--- src/hdl/cmfd_pkg.sv ---
`timescale 1ns / 1ps
`default_nettype none
// ----------------------------------------------------------------------------
// cmfd_pkg
// shared types and codes of the extended crsf / msp frame decoder
// ----------------------------------------------------------------------------
package cmfd_pkg;

   // result kinds
   localparam logic [1:0] KIND_HEADER = 2'd0;
   localparam logic [1:0] KIND_DATA   = 2'd1;
   localparam logic [1:0] KIND_REJECT = 2'd2;

   // reject reasons
   localparam logic [1:0] REASON_TYPE    = 2'd0;
   localparam logic [1:0] REASON_STATUS  = 2'd1;
   localparam logic [1:0] REASON_VERSION = 2'd2;
   localparam logic [1:0] REASON_LENGTH  = 2'd3;

   // parse phases
   localparam logic [1:0] PH_IDLE    = 2'd0;
   localparam logic [1:0] PH_HEADER  = 2'd1;
   localparam logic [1:0] PH_PAYLOAD = 2'd2;

   // msp status byte
   localparam logic [7:0] ST_ERROR    = 8'h80;
   localparam logic [7:0] ST_START    = 8'h10;
   localparam logic [1:0] ST_VER_MASK = 2'h3;
   localparam logic [1:0] VER_1       = 2'd1;
   localparam logic [1:0] VER_2       = 2'd2;

   // msp header lengths
   localparam logic [2:0] HDR_V1 = 3'd3;
   localparam logic [2:0] HDR_V2 = 3'd6;

   // byte positions inside the frame (address byte is position 0)
   localparam int         POS_W      = 4;
   localparam logic [3:0] POS_SIZE   = 4'd1;
   localparam logic [3:0] POS_TYPE   = 4'd2;
   localparam logic [3:0] POS_DEST   = 4'd3;
   localparam logic [3:0] POS_ORIGIN = 4'd4;
   localparam logic [3:0] POS_STATUS = 4'd5;

   // register indexes
   localparam int         CSR_INDEX_W   = 3;
   localparam logic [2:0] REG_RELAY     = 3'd0;
   localparam logic [2:0] REG_REQ_TYPE  = 3'd1;
   localparam logic [2:0] REG_WR_TYPE   = 3'd2;
   localparam logic [2:0] REG_PAY_LIMIT = 3'd3;
   localparam logic [2:0] REG_OVERHEAD  = 3'd4;

   // register reset values
   localparam logic       RST_RELAY     = 1'b1;
   localparam logic [7:0] RST_REQ_TYPE  = 8'd122;
   localparam logic [7:0] RST_WR_TYPE   = 8'd124;
   localparam logic [7:0] RST_PAY_LIMIT = 8'd64;
   localparam logic [3:0] RST_OVERHEAD  = 4'd4;

   typedef struct packed {
      logic       relay_enable;
      logic [7:0] request_frame_type;
      logic [7:0] write_frame_type;
      logic [7:0] payload_limit;
      logic [3:0] extended_overhead;
   } cfg_type;

   typedef struct packed {
      logic [1:0]  kind;
      logic [7:0]  data_byte;
      logic [15:0] msp_function;
      logic [7:0]  msp_flags;
      logic [7:0]  payload_length;
      logic        last_of_frame;
      logic [1:0]  reject_reason;
   } result_type;

   typedef struct packed {
      logic [1:0] phase;
      logic [7:0] bytes_remaining;
   } status_type;

endpackage
`default_nettype wire

--- src/hdl/cmfd_csr.sv ---
`timescale 1ns / 1ps
`default_nettype none
// ----------------------------------------------------------------------------
// cmfd_csr
// configuration registers of the frame decoder
// ----------------------------------------------------------------------------
module cmfd_csr
   import cmfd_pkg::*;
(
   input  wire logic                   clock,
   input  wire logic                   reset,
   input  wire logic                   wr_en,
   input  wire logic [CSR_INDEX_W-1:0] wr_index,
   input  wire logic [7:0]             wr_data,
   output cfg_type                     cfg
);

   cfg_type cfg_ff;
   cfg_type cfg_in;

   always_comb begin
      cfg_in = cfg_ff;
      if (wr_en) begin
         case (wr_index)
            REG_RELAY:     cfg_in.relay_enable       = wr_data[0];
            REG_REQ_TYPE:  cfg_in.request_frame_type = wr_data;
            REG_WR_TYPE:   cfg_in.write_frame_type   = wr_data;
            REG_PAY_LIMIT: cfg_in.payload_limit      = wr_data;
            REG_OVERHEAD:  cfg_in.extended_overhead  = wr_data[3:0];
            default: ;
         endcase
      end
   end

   always_ff @(posedge clock) begin
      if (reset) begin
         cfg_ff.relay_enable       <= RST_RELAY;
         cfg_ff.request_frame_type <= RST_REQ_TYPE;
         cfg_ff.write_frame_type   <= RST_WR_TYPE;
         cfg_ff.payload_limit      <= RST_PAY_LIMIT;
         cfg_ff.extended_overhead  <= RST_OVERHEAD;
      end else begin
         cfg_ff <= cfg_in;
      end
   end

   assign cfg = cfg_ff;

endmodule
`default_nettype wire

--- src/hdl/cmfd_parser.sv ---
`timescale 1ns / 1ps
`default_nettype none
// ----------------------------------------------------------------------------
// cmfd_parser
// byte-wide frame parser: position counter, header capture and checks
// ----------------------------------------------------------------------------
module cmfd_parser
   import cmfd_pkg::*;
(
   input  wire logic       clock,
   input  wire logic       reset,
   input  wire cfg_type    cfg,
   input  wire logic       byte_valid,
   input  wire logic [7:0] rx_byte,
   input  wire logic       frame_start,
   output logic            res_valid,
   output result_type      res,
   output status_type      status
);

   logic [1:0]       phase_ff,     phase_in;
   logic [POS_W-1:0] pos_ff,       pos_in;
   logic [7:0]       frame_len_ff, frame_len_in;
   logic [2:0]       hdr_len_ff,   hdr_len_in;
   logic [7:0]       flags_ff,     flags_in;
   logic [15:0]      func_ff,      func_in;
   logic [7:0]       size_ff,      size_in;
   logic [7:0]       remain_ff,    remain_in;

   logic [2:0]  hdr_idx;
   logic        hdr_done;
   logic [15:0] size_full;
   logic [9:0]  need_len;
   logic [1:0]  version;

   always_comb begin
      hdr_idx   = 3'(pos_ff - POS_STATUS);
      version   = rx_byte[6:5] & ST_VER_MASK;
      size_full = (hdr_len_ff == HDR_V2) ? {rx_byte, size_ff} : {8'd0, size_ff};
      // header plus payload plus overhead plus one must fit in the frame size
      need_len  = 10'(hdr_len_ff) + 10'(size_ff) + 10'(cfg.extended_overhead) + 10'd1;
      hdr_done  = (4'(hdr_idx) + 4'd1) >= 4'(hdr_len_ff);

      phase_in     = phase_ff;
      pos_in       = pos_ff;
      frame_len_in = frame_len_ff;
      hdr_len_in   = hdr_len_ff;
      flags_in     = flags_ff;
      func_in      = func_ff;
      size_in      = size_ff;
      remain_in    = remain_ff;
      res_valid    = 1'b0;
      res          = '0;

      if (byte_valid) begin
         if (frame_start) begin
            // a new frame aborts whatever was in progress
            phase_in     = cfg.relay_enable ? PH_HEADER : PH_IDLE;
            pos_in       = POS_SIZE;
            frame_len_in = '0;
            hdr_len_in   = '0;
            flags_in     = '0;
            func_in      = '0;
            size_in      = '0;
            remain_in    = '0;
         end else begin
            case (phase_ff)
               PH_PAYLOAD: begin
                  res_valid            = 1'b1;
                  res.kind             = KIND_DATA;
                  res.data_byte        = rx_byte;
                  res.msp_function     = func_ff;
                  res.msp_flags        = flags_ff;
                  res.payload_length   = size_ff;
                  res.last_of_frame    = (remain_ff <= 8'd1);
                  if (remain_ff > 8'd1) begin
                     remain_in = remain_ff - 8'd1;
                  end else begin
                     remain_in = '0;
                     phase_in  = PH_IDLE;
                  end
               end
               PH_HEADER: begin
                  if (pos_ff != '1) pos_in = pos_ff + 1'b1;
                  case (pos_ff)
                     POS_SIZE: frame_len_in = rx_byte;
                     POS_TYPE: begin
                        if (rx_byte != cfg.request_frame_type &&
                            rx_byte != cfg.write_frame_type) begin
                           res_valid         = 1'b1;
                           res.kind          = KIND_REJECT;
                           res.reject_reason = REASON_TYPE;
                           phase_in          = PH_IDLE;
                        end
                     end
                     POS_DEST, POS_ORIGIN: ;
                     POS_STATUS: begin
                        if ((rx_byte & ST_ERROR) != 8'd0 || (rx_byte & ST_START) == 8'd0) begin
                           res_valid         = 1'b1;
                           res.kind          = KIND_REJECT;
                           res.reject_reason = REASON_STATUS;
                           phase_in          = PH_IDLE;
                        end else if (version == VER_1) begin
                           hdr_len_in = HDR_V1;
                        end else if (version == VER_2) begin
                           hdr_len_in = HDR_V2;
                        end else begin
                           res_valid         = 1'b1;
                           res.kind          = KIND_REJECT;
                           res.reject_reason = REASON_VERSION;
                           phase_in          = PH_IDLE;
                        end
                     end
                     default: begin
                        // msp header bytes
                        if (hdr_len_ff == HDR_V1) begin
                           case (hdr_idx)
                              3'd1: size_in = rx_byte;
                              3'd2: func_in = {8'd0, rx_byte};
                              default: ;
                           endcase
                        end else begin
                           case (hdr_idx)
                              3'd1: flags_in = rx_byte;
                              3'd2: func_in  = {8'd0, rx_byte};
                              3'd3: func_in  = {rx_byte, func_ff[7:0]};
                              3'd4: size_in  = rx_byte;
                              default: ;
                           endcase
                        end
                        if (hdr_done) begin
                           res_valid = 1'b1;
                           if (size_full > {8'd0, cfg.payload_limit} ||
                               need_len > 10'(frame_len_ff)) begin
                              res.kind          = KIND_REJECT;
                              res.reject_reason = REASON_LENGTH;
                              phase_in          = PH_IDLE;
                           end else begin
                              res.kind           = KIND_HEADER;
                              res.msp_function   = func_in;
                              res.msp_flags      = flags_ff;
                              res.payload_length = size_ff;
                              res.last_of_frame  = (size_ff == 8'd0);
                              remain_in          = size_ff;
                              phase_in = (size_ff == 8'd0) ? PH_IDLE : PH_PAYLOAD;
                           end
                        end
                     end
                  endcase
               end
               default: ;
            endcase
         end
      end
   end

   always_ff @(posedge clock) begin
      if (reset) begin
         phase_ff     <= PH_IDLE;
         pos_ff       <= '0;
         frame_len_ff <= '0;
         hdr_len_ff   <= '0;
         flags_ff     <= '0;
         func_ff      <= '0;
         size_ff      <= '0;
         remain_ff    <= '0;
      end else begin
         phase_ff     <= phase_in;
         pos_ff       <= pos_in;
         frame_len_ff <= frame_len_in;
         hdr_len_ff   <= hdr_len_in;
         flags_ff     <= flags_in;
         func_ff      <= func_in;
         size_ff      <= size_in;
         remain_ff    <= remain_in;
      end
   end

   assign status.phase           = phase_ff;
   assign status.bytes_remaining = remain_ff;

endmodule
`default_nettype wire

--- src/hdl/cmfd_out_skid.sv ---
`timescale 1ns / 1ps
`default_nettype none
// ----------------------------------------------------------------------------
// cmfd_out_skid
// result register with one skid entry behind it
// ----------------------------------------------------------------------------
module cmfd_out_skid
   import cmfd_pkg::*;
(
   input  wire logic clock,
   input  wire logic reset,
   input  wire logic in_valid,
   input  wire result_type in_data,
   output logic      in_ready,
   output logic      out_valid,
   input  wire logic out_ready,
   output result_type out_data,
   output logic      skid_full
);

   logic       out_valid_ff,  out_valid_in;
   logic       skid_valid_ff, skid_valid_in;
   result_type out_data_ff,   out_data_in;
   result_type skid_data_ff,  skid_data_in;
   logic       load;

   always_comb begin
      load          = !out_valid_ff || out_ready;
      out_valid_in  = out_valid_ff;
      out_data_in   = out_data_ff;
      skid_valid_in = skid_valid_ff;
      skid_data_in  = skid_data_ff;
      if (load) begin
         if (skid_valid_ff) begin
            out_valid_in  = 1'b1;
            out_data_in   = skid_data_ff;
            skid_valid_in = 1'b0;
         end else begin
            out_valid_in = in_valid;
            out_data_in  = in_data;
         end
      end else if (in_valid) begin
         skid_valid_in = 1'b1;
         skid_data_in  = in_data;
      end
   end

   always_ff @(posedge clock) begin
      if (reset) begin
         out_valid_ff  <= 1'b0;
         skid_valid_ff <= 1'b0;
      end else begin
         out_valid_ff  <= out_valid_in;
         skid_valid_ff <= skid_valid_in;
      end
   end

   always_ff @(posedge clock) begin
      out_data_ff  <= out_data_in;
      skid_data_ff <= skid_data_in;
   end

   assign in_ready  = !skid_valid_ff;
   assign out_valid = out_valid_ff;
   assign out_data  = out_data_ff;
   assign skid_full = skid_valid_ff;

endmodule
`default_nettype wire

--- src/hdl/crsf_msp_frame_decoder.sv ---
`timescale 1ns / 1ps
`default_nettype none
// ----------------------------------------------------------------------------
// crsf_msp_frame_decoder
// decodes msp messages carried in extended crsf frames, one byte at a time
// ----------------------------------------------------------------------------
//
//  channel | direction | contents
//  --------+-----------+-------------------------------------------------------
//  req_    | in        | frame bytes, tuser marks the address byte of a frame
//  rsp_    | out       | header, payload byte or reject, tlast ends a frame
//  csr_    | in        | register writes, index and data, always ready
//
//  one byte per clock while req_tready is high: the parser updates its
//  position counter and header fields in the same cycle the byte is taken;
//  the result is registered in the output register, or in its one skid
//  entry while the output register holds a stalled result; req_tready drops
//  only while that entry is occupied, i.e. after the consumer has stalled
//  two results; reset is synchronous, active high, and idles the parser with
//  all registers at their default values
//
module crsf_msp_frame_decoder
   import cmfd_pkg::*;
(
   input  wire logic                   clock,
   input  wire logic                   reset,
   // input byte stream
   input  wire logic                   req_tvalid,
   output logic                        req_tready,
   input  wire logic [7:0]             req_tdata,   // [7:0] rx_byte
   input  wire logic                   req_tuser,   // [0] frame_start
   // result stream
   output logic                        rsp_tvalid,
   input  wire logic                   rsp_tready,
   // [7:0] data_byte, [23:8] msp_function, [31:24] msp_flags,
   // [39:32] payload_length, [41:40] reject_reason, [47:42] zero
   output logic [47:0]                 rsp_tdata,
   output logic [1:0]                  rsp_tuser,   // [1:0] kind
   output logic                        rsp_tlast,   // last_of_frame
   // configuration writes
   input  wire logic                   csr_valid,
   output logic                        csr_ready,
   input  wire logic [CSR_INDEX_W-1:0] csr_index,
   input  wire logic [7:0]             csr_data
);

   cfg_type    cfg;
   result_type parse_res;
   result_type out_res;
   status_type parse_status;
   logic       parse_valid;
   logic       byte_accept;
   logic       skid_full;

   // registers take a write every cycle
   assign csr_ready = 1'b1;

   cmfd_csr u_csr (
      .clock    (clock),
      .reset    (reset),
      .wr_en    (csr_valid),
      .wr_index (csr_index),
      .wr_data  (csr_data),
      .cfg      (cfg)
   );

   // a byte transaction completes whenever the skid entry is free
   assign byte_accept = req_tvalid && req_tready;

   cmfd_parser u_parser (
      .clock       (clock),
      .reset       (reset),
      .cfg         (cfg),
      .byte_valid  (byte_accept),
      .rx_byte     (req_tdata),
      .frame_start (req_tuser),
      .res_valid   (parse_valid),
      .res         (parse_res),
      .status      (parse_status)
   );

   cmfd_out_skid u_out (
      .clock     (clock),
      .reset     (reset),
      .in_valid  (parse_valid),
      .in_data   (parse_res),
      .in_ready  (req_tready),
      .out_valid (rsp_tvalid),
      .out_ready (rsp_tready),
      .out_data  (out_res),
      .skid_full (skid_full)
   );

   // pack the result fields onto the stream
   assign rsp_tdata = {6'd0, out_res.reject_reason, out_res.payload_length,
                       out_res.msp_flags, out_res.msp_function, out_res.data_byte};
   assign rsp_tuser = out_res.kind;
   assign rsp_tlast = out_res.last_of_frame;

`ifndef SYNTHESIS
   // an occupied skid entry always sits behind a valid output
   a_skid_behind_out : assert property (@(posedge clock) disable iff (reset)
      skid_full |-> rsp_tvalid)
      else $error("skid entry held without a valid output");

   // payload phase never runs with an exhausted byte count
   a_payload_count : assert property (@(posedge clock) disable iff (reset)
      (parse_status.phase == PH_PAYLOAD) |-> (parse_status.bytes_remaining != 8'd0))
      else $error("payload phase with zero bytes remaining");

   // a rejected frame never ends with a frame-last marker
   a_reject_no_last : assert property (@(posedge clock) disable iff (reset)
      (rsp_tvalid && rsp_tuser == KIND_REJECT) |-> !rsp_tlast)
      else $error("reject result marked last");

   // the address byte of a frame never yields a result
   a_start_silent : assert property (@(posedge clock) disable iff (reset)
      (byte_accept && req_tuser) |-> !parse_valid)
      else $error("result produced on a frame start byte");
`endif

endmodule
`default_nettype wire

--- config.mk ---
export PLATFORM = sky130hd
export DESIGN_NAME = crsf_msp_frame_decoder
export DESIGN_NICKNAME = d
export VERILOG_FILES = /design/src/hdl/cmfd_pkg.sv /design/src/hdl/cmfd_csr.sv /design/src/hdl/cmfd_parser.sv /design/src/hdl/cmfd_out_skid.sv /design/src/hdl/crsf_msp_frame_decoder.sv
export SDC_FILE = /design/constraint.sdc
export NUM_CORES = 1
export LEC_CHECK = 0
export BUFFER_PORTS_ARGS = -buffer_cell sky130_fd_sc_hd__buf_2
export CAP_MARGIN = 20
export CORE_ASPECT_RATIO = 1.1
export CORE_MARGIN = 4
export CORE_UTILIZATION = 37
export CTS_BUF_LIST = sky130_fd_sc_hd__clkbuf_4
export DETAILED_ROUTE_END_ITERATION = 8
export HOLD_SLACK_MARGIN = 0.15
export PLACE_DENSITY = 0.58
export SLEW_MARGIN = 15
export SYNTH_ARGS = -nofsm -noshare
export SYNTH_HDL_FRONTEND = slang
export SYNTH_HIERARCHICAL = 1
export SYNTH_SLANG_ARGS = --single-unit
export TNS_END_PERCENT = 20
--- constraint.sdc ---
create_clock -name clock -period 6.5 [get_ports clock]
set_input_delay 0.65 -clock clock [delete_from_list [all_inputs] [get_ports clock]]
set_output_delay 0.65 -clock clock [all_outputs]
set_load 0.01 [all_outputs]
==> impl_metrics.toml, run 1 <==
[sta]
setup-violations-final = 0
rsz0062_at_grt = "no"
fin_setup_tns_ns = 0
finalCritPeriodShare = 0.6928
fmax_ghz = 0.2221
slew_headroom = 0.2701
min_period_ns = 4.503
finalHoldViolations = 0
worst_slew_pin_slew_ns = 1.093
finalMaxSlewViolations = 0
setup_ws_ns = 1.997
skew_ns = 0.03579

[synthesis]
ys_types = 75
synth_warnings = 6
synth_edf_count = 90
postSynth.asyncResetShare = 0
synth-seq-cells = 178
postSynthAreaPerCell_um2 = 10.80
synth_ff_type = "edfxtp_1"
netlist_instances = 859
netlist_area_mm2 = 0.009275
ys_seq_area_frac = 0.4813

[hold_path]
min_path_type = "input port to flop"
hp-start = "csr_data[5]"

[power_and_ir_drop]
peakVddDrop_uv = 100.4
power.static_leakage_nw = 3.781
power_density_mw_per_mm2 = 198.3

[setup_path]
arrival_ns = 4.85
critical_path.startpoint = "u_parser/size_ff[1]$_SDFFE_PP0P_"
critPathLaunchType = "flop"
slowest_delay_ns = 0.49
path_cells = "fa_1, ha_1, a21o_1, a21oi_1, o21bai_1, a21oi_1, xnor2_1, ha_1, nand4_1, o21bai_1, a41o_1, nor4b_2, a21oi_2, o22ai_1, mux2_4"
r2r_start = "u_parser/size_ff[1]$_SDFFE_PP0P_"
cp.required_ns = 6.84
path_class = "flop to flop"
critPathCaptureType = "flop"
critical-path-top-delay-family = "compound AO/OA/AOI/OAI gates"
crit_slowest_cell = "dfxtp_1"
worst-path-buf-inv = 0
crit_fanout = 11

[global_route]
grt_pass1_wl_um = 34600
grt_max_degree = 58
grt_pass1_vias = 6208
grt-ovfl-total = 0
grt_util_all_layers = 0.1553
antenna_found_initial = 2

[clock_network]
numCtsBuffers = 17
cts_tree = "built"
post_cts_buffers = 0
clk_pin_slew_ns = 0.17
clkLatencyLatePin_ns = 0.58
post_cts_resize_count = 0
htree_levels = 4
cts-root-buf = "clkbuf_4"
cts_hold_buf = 0
cts_buffer_depth = 2
cts_sinks = 178

[drt]
num_vias = 6459
wl_um = 21630
drc = 0
wl_per_cell_um = 17.59
firstDrtPassIters = 4
vias_per_cell = 5.251
postRouteAntennaNets = 0
detail_route.iter0.violations = 355

[place]
place_inst = 1197
detailed_place_hpwl_um = 15010
place_ws_ns = 2.008
gp_congestion = 0.8677
portBuffers = 71

[die]
ios = 79
core_mm2 = 0.02455
die_x_um = 159.0
design.die.area_mm2 = 0.02767
fp.dieH_um = 174.1
initial_utilization = 0.3778
rows = 60

[cells_and_area]
drive_gt1_frac = 0.2002
stdcell_count = 1230
n_fill_cell = 2424
multi_input_area_mm2 = 0.004265
area.sequential_mm2 = 0.004466
fin_nets = 974
area_delta_synth_final_pct = 8.350

[flow_run]
drv_cap = 0

[run_status]
status = "complete, no violations"
cell type report:
class	count	share of cell area
clock inverter	14	0.01519
inverter	64	0.02390
sequential	178	0.4443
clock buffer	18	0.01345
timing repair buffer	77	0.03984
multi-input combinational	568	0.4244
antenna	1	0.0002490
tap	310	0.03860
cells by family (layout without fill, tap and decap cells):
group | after synthesis | count (layout) | synth area share
muxes | 94 | 94 | 0.1205
AOI/OAI and AO/OA | 133 | 133 | 0.1070
adders and majority gates | 43 | 43 | 0.06043
buffers and inverters | 118 | 173 | 0.06192
and+or+nand+nor | 269 | 269 | 0.1473
xor gates and xnor gates | 22 | 22 | 0.02077
other | 2 | 8 | 0.0008097
DFF | 178 | 178 | 0.4813
report_power, final:
group	leakage (nW)	internal (W)	switching, W	total [W]
clock	0.159	0.000183	0.000451	0.000634
combinational	2.03	0.0000598	0.000113	0.000173
sequential	1.59	0.00118	0.00000910	0.00119
total	3.78	0.00142	0.000573	0.00199
placed cells by master (no fill, tap or decap), types with 17 or more instances in the layout:
master,Yosys,final
nor3_1,19,19
mux2_2,17,17
buf_2,10,71
clkbuf_4,0,18
xnor2_1,21,21
ha_1,40,40
o22ai_1,18,18
mux2i_1,46,46
mux2_4,31,31
inv_1,64,64
edfxtp_1,90,90
nand2_1,36,36
dfxtp_1,88,87
nand2b_1,29,28
o21ai_0,17,17
a22oi_1,31,31
nor2_1,113,112
routing by layer:
metal,part of all wire,vias to the layer above,GRT usage,wire [um]
met4,0.012,2,0.03870,257
met1,0.46,3151,0.2105,10010
met2,0.48,155,0.2577,10380
met3,0.045,15,0.02964,971
met5,0.00055,-,0,12
li1,-,3136,-,-
worst register-to-register path, stage by stage, from the launching register on:
cell and delay [ns]:
dfxtp_1 0.49, fa_1 0.49, ha_1 0.31, a21o_1 0.18
a21oi_1 0.22, o21bai_1 0.09, a21oi_1 0.23, xnor2_1 0.10
ha_1 0.33, nand4_1 0.14, o21bai_1 0.18, a41o_1 0.42
nor4b_2 0.26, a21oi_2 0.38, o22ai_1 0.17, mux2_4 0.29
registers in the layout, summed over array words and instances, names as in the netlist:
register	flops
u_out/out_data	45
u_csr/cfg	29
u_parser/func_ff	16
u_parser/frame_len_ff	8
u_parser/phase_ff	2
u_parser/remain_ff	8
u_out/out_valid	1
u_parser/pos_ff	4
u_parser/size_ff	8
u_parser/hdr_len_ff	3
u_parser/flags_ff	8
u_out/skid_full	1
u_out/skid_data_ff	45
per-stage QoR:
stage	power (W)	util	cell area (um2)	hold slack (ns)
after global placement	0.001382	0.3976	9759	0.4611
after floorplan	0.001338	-	9294	0.4487
after detailed placement	0.001383	0.3976	9759	0.4679
final	0.001993	0.4094	10050	0.3555
after CTS	0.002017	0.4093	10050	0.3079
after global routing	0.002085	0.4094	10050	0.3114
cells in the mapped netlist (4+ instances only):
cell      number  area (um2)
a211oi_1       4       30.03
a21oi_1       13       65.06
a22oi_1       31       232.7
a31oi_1        4       25.02
and3_1         4       25.02
buf_2         10       50.05
buf_4         11       82.58
buf_6         10       112.6
clkbuf_1      19       71.32
dfxtp_1       88        1762
edfxtp_1      90        2703
ha_1          40       500.5
inv_1         64       240.2
mux2_2        17       191.4
mux2_4        31       465.5
mux2i_1       46       460.4
nand2_1       36       135.1
nand2b_1      29       181.4
nand3_1       10       50.05
nand4_1        9       56.30
nor2_1       113       424.2
nor2b_1        6       37.54
nor3_1        19       95.09
nor3b_1        8       60.06
nor4_1         5       31.28
o211ai_1       6       45.04
o21a_1         6       45.04
o21ai_0       17       85.08
o22ai_1       18       112.6
or2_2          6       37.54
xnor2_1       21       183.9
path summary, 6_finish.rpt:
path	endpoint	slack [ns]	cells past startpoint
setup / recovery	u_out/out_data[30]$_DFFE_PP_	2.00	15
hold / removal	u_csr/cfg[9]$_SDFFE_PP0P_	0.36	3
setup reg to reg	u_out/out_data[30]$_DFFE_PP_	2.00	15
hold reg to reg	u_csr/cfg[5]$_SDFFE_PP0P_	0.49	2
No activity file was read; power rests on OpenSTA's default activity.
==> inputs of run 2 (changes only) <==
Settings changed: ABC_AREA from default to 1, PLACE_DENSITY 0.58 to 0.6.
Clock period 6.5 ns to 3.6 ns, I/O delays scaled along.
==> impl_metrics.toml, run 2 <==
[clock_network]
cts_buffer_depth = 2
cts-root-buf = "clkbuf_4"
numCtsBuffers = 17
cts_sinks = 178
clk_pin_slew_ns = 0.16
htree_levels = 4
clkLatencyLatePin_ns = 0.58
cts_tree = "built"

[power_and_ir_drop]
power.static_leakage_nw = 4.682
peakVddDrop_uv = 172.0
seqPwrFrac = 0.525
power_density_mw_per_mm2 = 397.1
p_sw_w = 0.001397
p_int_w = 0.002857
switching_share = 0.3284
pwr-share-comb = 0.195
power_frac_clock = 0.280

[setup_path]
path_class = "flop to flop"
critPathLaunchType = "flop"
cp.required_ns = 4.04
critPathCaptureType = "flop"
arrival_ns = 4.04
crit_fanout = 8
critical_path.startpoint = "u_parser/hdr_len_ff[2]$_SDFFE_PP0P_"
r2r_start = "u_parser/hdr_len_ff[2]$_SDFFE_PP0P_"

[sta]
rsz0062_at_grt = "yes"
whs_ns = 0.2138
fmax_ghz = 0.2777
finalCritPeriodShare = 1.000
worst_slew_pin_slew_ns = 1.035
skew_ns = 0.03173
finalMaxSlewViolations = 0
setup_ws_ns = -0.0006324
setup-violations-final = 1
slew_headroom = 0.3094
finalHoldViolations = 0
min_period_ns = 3.601

[place]
gp_congestion = 0.8851
detailed_place_hpwl_um = 15740
portBuffers = 71

[synthesis]
synth-seq-cells = 178
synth_top_family_by_area = "simple AND/OR/NAND/NOR gates"
synth_fa_ha_area_frac = 0.06007
synth_compound_area_frac = 0.09386
postSynth.asyncResetShare = 0
synth_mux_area_frac = 0
synth_warnings = 6
ys_seq_area_frac = 0.4784
netlist_area_mm2 = 0.009331
synthXorXnorAreaFrac = 0.01971
synthSimpleGateAreaFrac = 0.2607
synth_most_common_cell = "nand2_1"
synth_ff_type = "edfxtp_1"
synthTopCellsByArea = "edfxtp_1 29%, dfxtp_1 19%, nand2_1 14%, ha_1 5.4%, inv_1 5.1%"
ys_types = 44
yosys.area.top_type_share = 0.2896
synth_edf_count = 90
synth_top_area_cell = "edfxtp_1"
netlist_instances = 1158
synth_commonest_cells = "353 x nand2_1, 128 x inv_1, 117 x nor2_1, 90 x edfxtp_1, 88 x dfxtp_1"
postSynthAreaPerCell_um2 = 8.058

[cells_and_area]
area.sequential_mm2 = 0.004472
fin_nets = 1315
fin_util = 0.4350
area_delta_synth_final_pct = 14.79
drive_gt1_frac = 0.1827
n_fill_cell = 2533
multi_input_area_mm2 = 0.004292
final_cell_mix = "342 x nand2_1, 125 x inv_1, 99 x nor2_1"
layout_commonest_cell = "nand2_1"

[flow_run]
drv_cap = 0

[drt]
drc = 0
vias_per_cell = 4.899
wl_um = 22930
num_vias = 7691
firstDrtPassIters = 5
detail_route.iter0.violations = 485
wl_per_cell_um = 14.61
postRouteAntennaNets = 0

[hold_path]
min_path_type = "input port to flop"
hp-start = "csr_index[2]"

[global_route]
antenna_found_initial = 1
grt-ovfl-total = 0
grt_max_degree = 48
grt_pass1_vias = 7171
grt_pass1_wl_um = 37010
grt_util_all_layers = 0.1627

[die]
fp.dieH_um = 174.6
design.die.area_mm2 = 0.02783
rows = 60
ios = 79
die_x_um = 159.4
core_mm2 = 0.02462
initial_utilization = 0.3790

[run_status]
status = "finished, violations left"
violations = "setup timing"
==> run 2: cell families (layout without fill, tap and decap cells) <==
logic type / after synthesis / count (layout)
other: 2 / 8
AOI/OAI and AO/OA: 154 / 154
adders and majority gates: 43 / 43
buffers and inverters: 184 / 280
and+or+nand+nor: 576 / 576
DFF: 178 / 178
xor gates and xnor gates: 21 / 21
==> run 2: per-stage QoR <==
step	cell area, um2	std cells	setup TNS [ns]	setup slack [ns]	total power (W)
floorplan	9358	1163	0	0.2585	0.002835
global placement	9983	1516	0	0.07232	0.003020
detailed placement	9983	1516	0	0.01794	0.003028
CTS	10430	1561	-0.01101	-0.006098	0.004239
global route	10710	1570	-4.480	-0.1864	0.004480
finish	10710	1570	-0.0006324	-0.0006324	0.004254
==> run 2: critical path: stages (launching register included) <==
cell	delay [ns]
dfxtp_2	0.37
fa_1	0.57
ha_4	0.22
a21oi_2	0.14
nand2_2	0.08
a21oi_2	0.11
o21bai_1	0.12
xor2_1	0.16
inv_1	0.09
ha_4	0.25
nand2_2	0.06
nor2_2	0.05
nand2_1	0.06
nand3_1	0.06
nand2_1	0.06
nand2_1	0.06
nand2_2	0.11
nand3_4	0.13
nor2_8	0.22
clkbuf_16	0.19
nand2_4	0.04
a21oi_2	0.17
nand2_1	0.07
nand2_1	0.08
==> run 2: area by class of cell <==
class / count / share of cell area
diodes: 1 / 0.0002336
clock buffers: 17 / 0.01191
repair buffers: 110 / 0.06962
flip-flops and latches: 178 / 0.4175
multi-input cells: 801 / 0.4007
inverters: 139 / 0.04871
clock inverters: 14 / 0.01519
well taps: 310 / 0.03621
==> run 2: repair_timing <==
| action | in CTS | in global routing |
|---|---|---|
| pin swaps | 1 | 32 |
| gates cloned | 0 | 1 |
| buffers inserted | 2 | 7 |
| endpoints found under the setup margin | 4 | 79 |
| endpoints found under the hold margin | 28 | 0 |
| hold buffers | 12 | 0 |
| gates resized for setup | 2 | 61 |
==> run 2: path summary, 6_finish.rpt <==
check | endpoint | slack, ns | depth (start not counted)
setup reg to reg | u_out/out_data[27]$_DFFE_PP_ | -0.0006 | 23
hold / removal | u_csr/cfg[6]$_SDFFE_PP0P_ | 0.21 | 5
hold reg to reg | u_parser/flags_ff[7]$_SDFFE_PP0P_ | 0.46 | 2
setup / recovery | u_out/out_data[27]$_DFFE_PP_ | -0.0006 | 23
==> run 2: layer usage <==
metal	share of wire	track usage	routed length, um	vias to the layer above
met5	0	0	0	-
met4	0.016	0.04448	360	0
met3	0.050	0.02798	1147	24
met2	0.46	0.2619	10580	210
met1	0.47	0.2272	10840	3552
li1	-	-	-	3905
==> run 2: power by group through the flow <==
stage	logic, W	clock network [W]	registers (W)
final	0.000830	0.00119	0.00223
after CTS	0.000771	0.00124	0.00223
after global routing	0.000932	0.00131	0.00224
after floorplan	0.000570	0	0.00226
after global placement	0.000747	0	0.00227
after detailed placement	0.000752	0	0.00228
==> inputs of run 3 (changes only) <==
--- a/config.mk
+++ b/config.mk
@@ -11,3 +11,2 @@
 export CORE_ASPECT_RATIO = 1.1
-export CORE_MARGIN = 4
 export CORE_UTILIZATION = 37
@@ -16,3 +15,3 @@
 export HOLD_SLACK_MARGIN = 0.15
-export PLACE_DENSITY = 0.6
+export PLACE_DENSITY = 0.58
 export SLEW_MARGIN = 15
==> constraint.sdc (replaced) <==
create_clock -name clock -period 4.6 [get_ports clock]
set_input_delay 0.92 -clock clock [delete_from_list [all_inputs] [get_ports clock]]
set_output_delay 0.92 -clock clock [all_outputs]
set_load 0.01 [all_outputs]
==> impl_metrics.toml, run 3 (same netlist as run 2, synthesis figures left out) <==
[cells_and_area]
area_delta_synth_final_pct = 9.372
final_cell_mix = "352 x nand2_1, 128 x inv_1, 116 x nor2_1"
fin_nets = 1283
layout_commonest_cell = "nand2_1"
fin_area_mm2 = 0.01021
drive_gt1_frac = 0.1279

[setup_path]
path_depth = 22
crit_fanout = 16
critical-path-top-delay-family = "simple AND/OR/NAND/NOR gates"
reg2regPathDepth = 22
crit_slowest_cell = "dfxtp_1"
critPathCaptureType = "flop"
arrival_ns = 4.16
cp_common_cell = "nand2_1"
cp.required_ns = 4.94
worst-path-buf-inv = 2
slowest_delay_ns = 0.48
path_cells = "fa_1, ha_1, nand3_1, nand2_1, a21oi_1, o21bai_1, xor2_1, inv_1, ha_1, nand2_1, nor2_1, nand2_1, nand3_1, nand2_1, nand2_1, nand2_1, nand3_4, o21ai_2, inv_2, nor2_1, nand2_1, nand2_1"
path_class = "flop to flop"
critPathLaunchType = "flop"

[global_route]
grtUsageMet1 = 0.2426
grt_util_all_layers = 0.1745
grt_pass1_wl_um = 35830
grtUsageMet3 = 0.02688
grt_max_degree = 49
antenna_found_initial = 1
grt-ovfl-total = 0
grt_pass1_vias = 6836
grt-busiest-layer = "met2"
grtUsageMet2 = 0.2775

[clock_network]
post_cts_buffers = 0
clk_pin_slew_ns = 0.16
cts_hold_buf = 0
post_cts_resize_count = 0
cts-root-buf = "clkbuf_4"
htree_levels = 4
numCtsBuffers = 17
cts_sinks = 178
clkLatencyLatePin_ns = 0.59
cts_tree = "built"
cts_buffer_depth = 2

[die]
core_mm2 = 0.02462
fp.dieH_um = 168.6
die_x_um = 153.4
rows = 60
design.die.area_mm2 = 0.02586
initial_utilization = 0.3790
ios = 79

[power_and_ir_drop]
peakVddDrop_uv = 137.6
power_density_mw_per_mm2 = 319.4
power.static_leakage_nw = 4.486

[place]
portBuffers = 71
gp_congestion = 0.8493
detailed_place_hpwl_um = 15480
place_area_mm2 = 0.009876

[drt]
postRouteAntennaNets = 0
wl_um = 22210
drc = 0
num_vias = 7496
vias_per_cell = 4.871
firstDrtPassIters = 5
detail_route.iter0.violations = 625
wl_per_cell_um = 14.43

[hold_path]
hold_depth = 2
min_path_type = "flop to flop"

[sta]
min_period_ns = 3.814
skew_ns = 0.03349
finalCritPeriodShare = 0.8291
whs_ns = 0.4571
rsz0062_at_grt = "no"
slew_headroom = 0.3782
worst_slew_pin_slew_ns = 0.9327
fmax_ghz = 0.2622
finalHoldViolations = 0
fin_setup_tns_ns = 0
finalMaxSlewViolations = 0
setup-violations-final = 0

[flow_run]
drv_cap = 0

[run_status]
status = "complete, no violations"
-- run 3: changes by cell type in the layout (fill, tap and decap cells not counted), sizes merged --
cell	before	now
dlygate4sd3	12	0
buf	97	78
-- run 3: path summary, 6_finish.rpt --
| path | from | to | slack [ns] |
|---|---|---|---|
| setup / recovery | u_parser/size_ff[2]$_SDFFE_PP0P_ | u_out/out_data[7]$_DFFE_PP_ | 0.79 |
| hold / removal | u_parser/flags_ff[5]$_SDFFE_PP0P_ | u_parser/flags_ff[5]$_SDFFE_PP0P_ | 0.46 |
| hold reg to reg | u_parser/flags_ff[5]$_SDFFE_PP0P_ | u_parser/flags_ff[5]$_SDFFE_PP0P_ | 0.46 |
| setup reg to reg | u_parser/size_ff[2]$_SDFFE_PP0P_ | u_out/out_data[7]$_DFFE_PP_ | 0.79 |
-- run 3: layer usage --
metal / part of all wire / vias up
met3: 0.043 / 20
met5: 0 / -
met1: 0.50 / 3428
met2: 0.45 / 199
met4: 0.015 / 0
li1: - / 3849
-- run 3: per-stage QoR --
| step | power, W | instances | util | worst slack [ns] |
|---|---|---|---|---|
| 2_1_floorplan | 0.002218 | 1163 | - | 0.05146 |
| 3_3_place_gp | 0.002346 | 1505 | 0.4011 | 0.8881 |
| 3_5_place_dp | 0.002354 | 1505 | 0.4011 | 0.8235 |
| 4_1_cts | 0.003295 | 1537 | 0.4133 | 0.8001 |
| 5_1_grt | 0.003439 | 1539 | 0.4145 | 0.4366 |
| 6_report | 0.003260 | 1539 | 0.4145 | 0.7862 |
-- run 3: cell type report --
cell class                      instances  area [um2]
Clock buffer                           18       135.1
Tap cell                              310       387.9
Inverter                              139       521.8
Clock inverter                         14       165.2
Timing Repair Buffer                   78       440.4
Fill cell                            2526       14420
Multi-Input combinational cell        801        4089
Antenna cell                            1       2.502
Sequential cell                       178        4464
-- run 3: power breakdown --
group	internal, W	switching [W]	total (W)
registers	0.00171	0.0000408	0.00175
clock network	0.000307	0.000628	0.000934
logic	0.000194	0.000386	0.000579
-- run 3: worst min-delay path: cells and delay by family, from the launching register on --
| family | cells | cell delay (ns) |
|---|---|---|
| buffers and inverters | 1 | 0.05 |
| AOI/OAI and AO/OA | 1 | 0.05 |
| DFF | 1 | 0.34 |
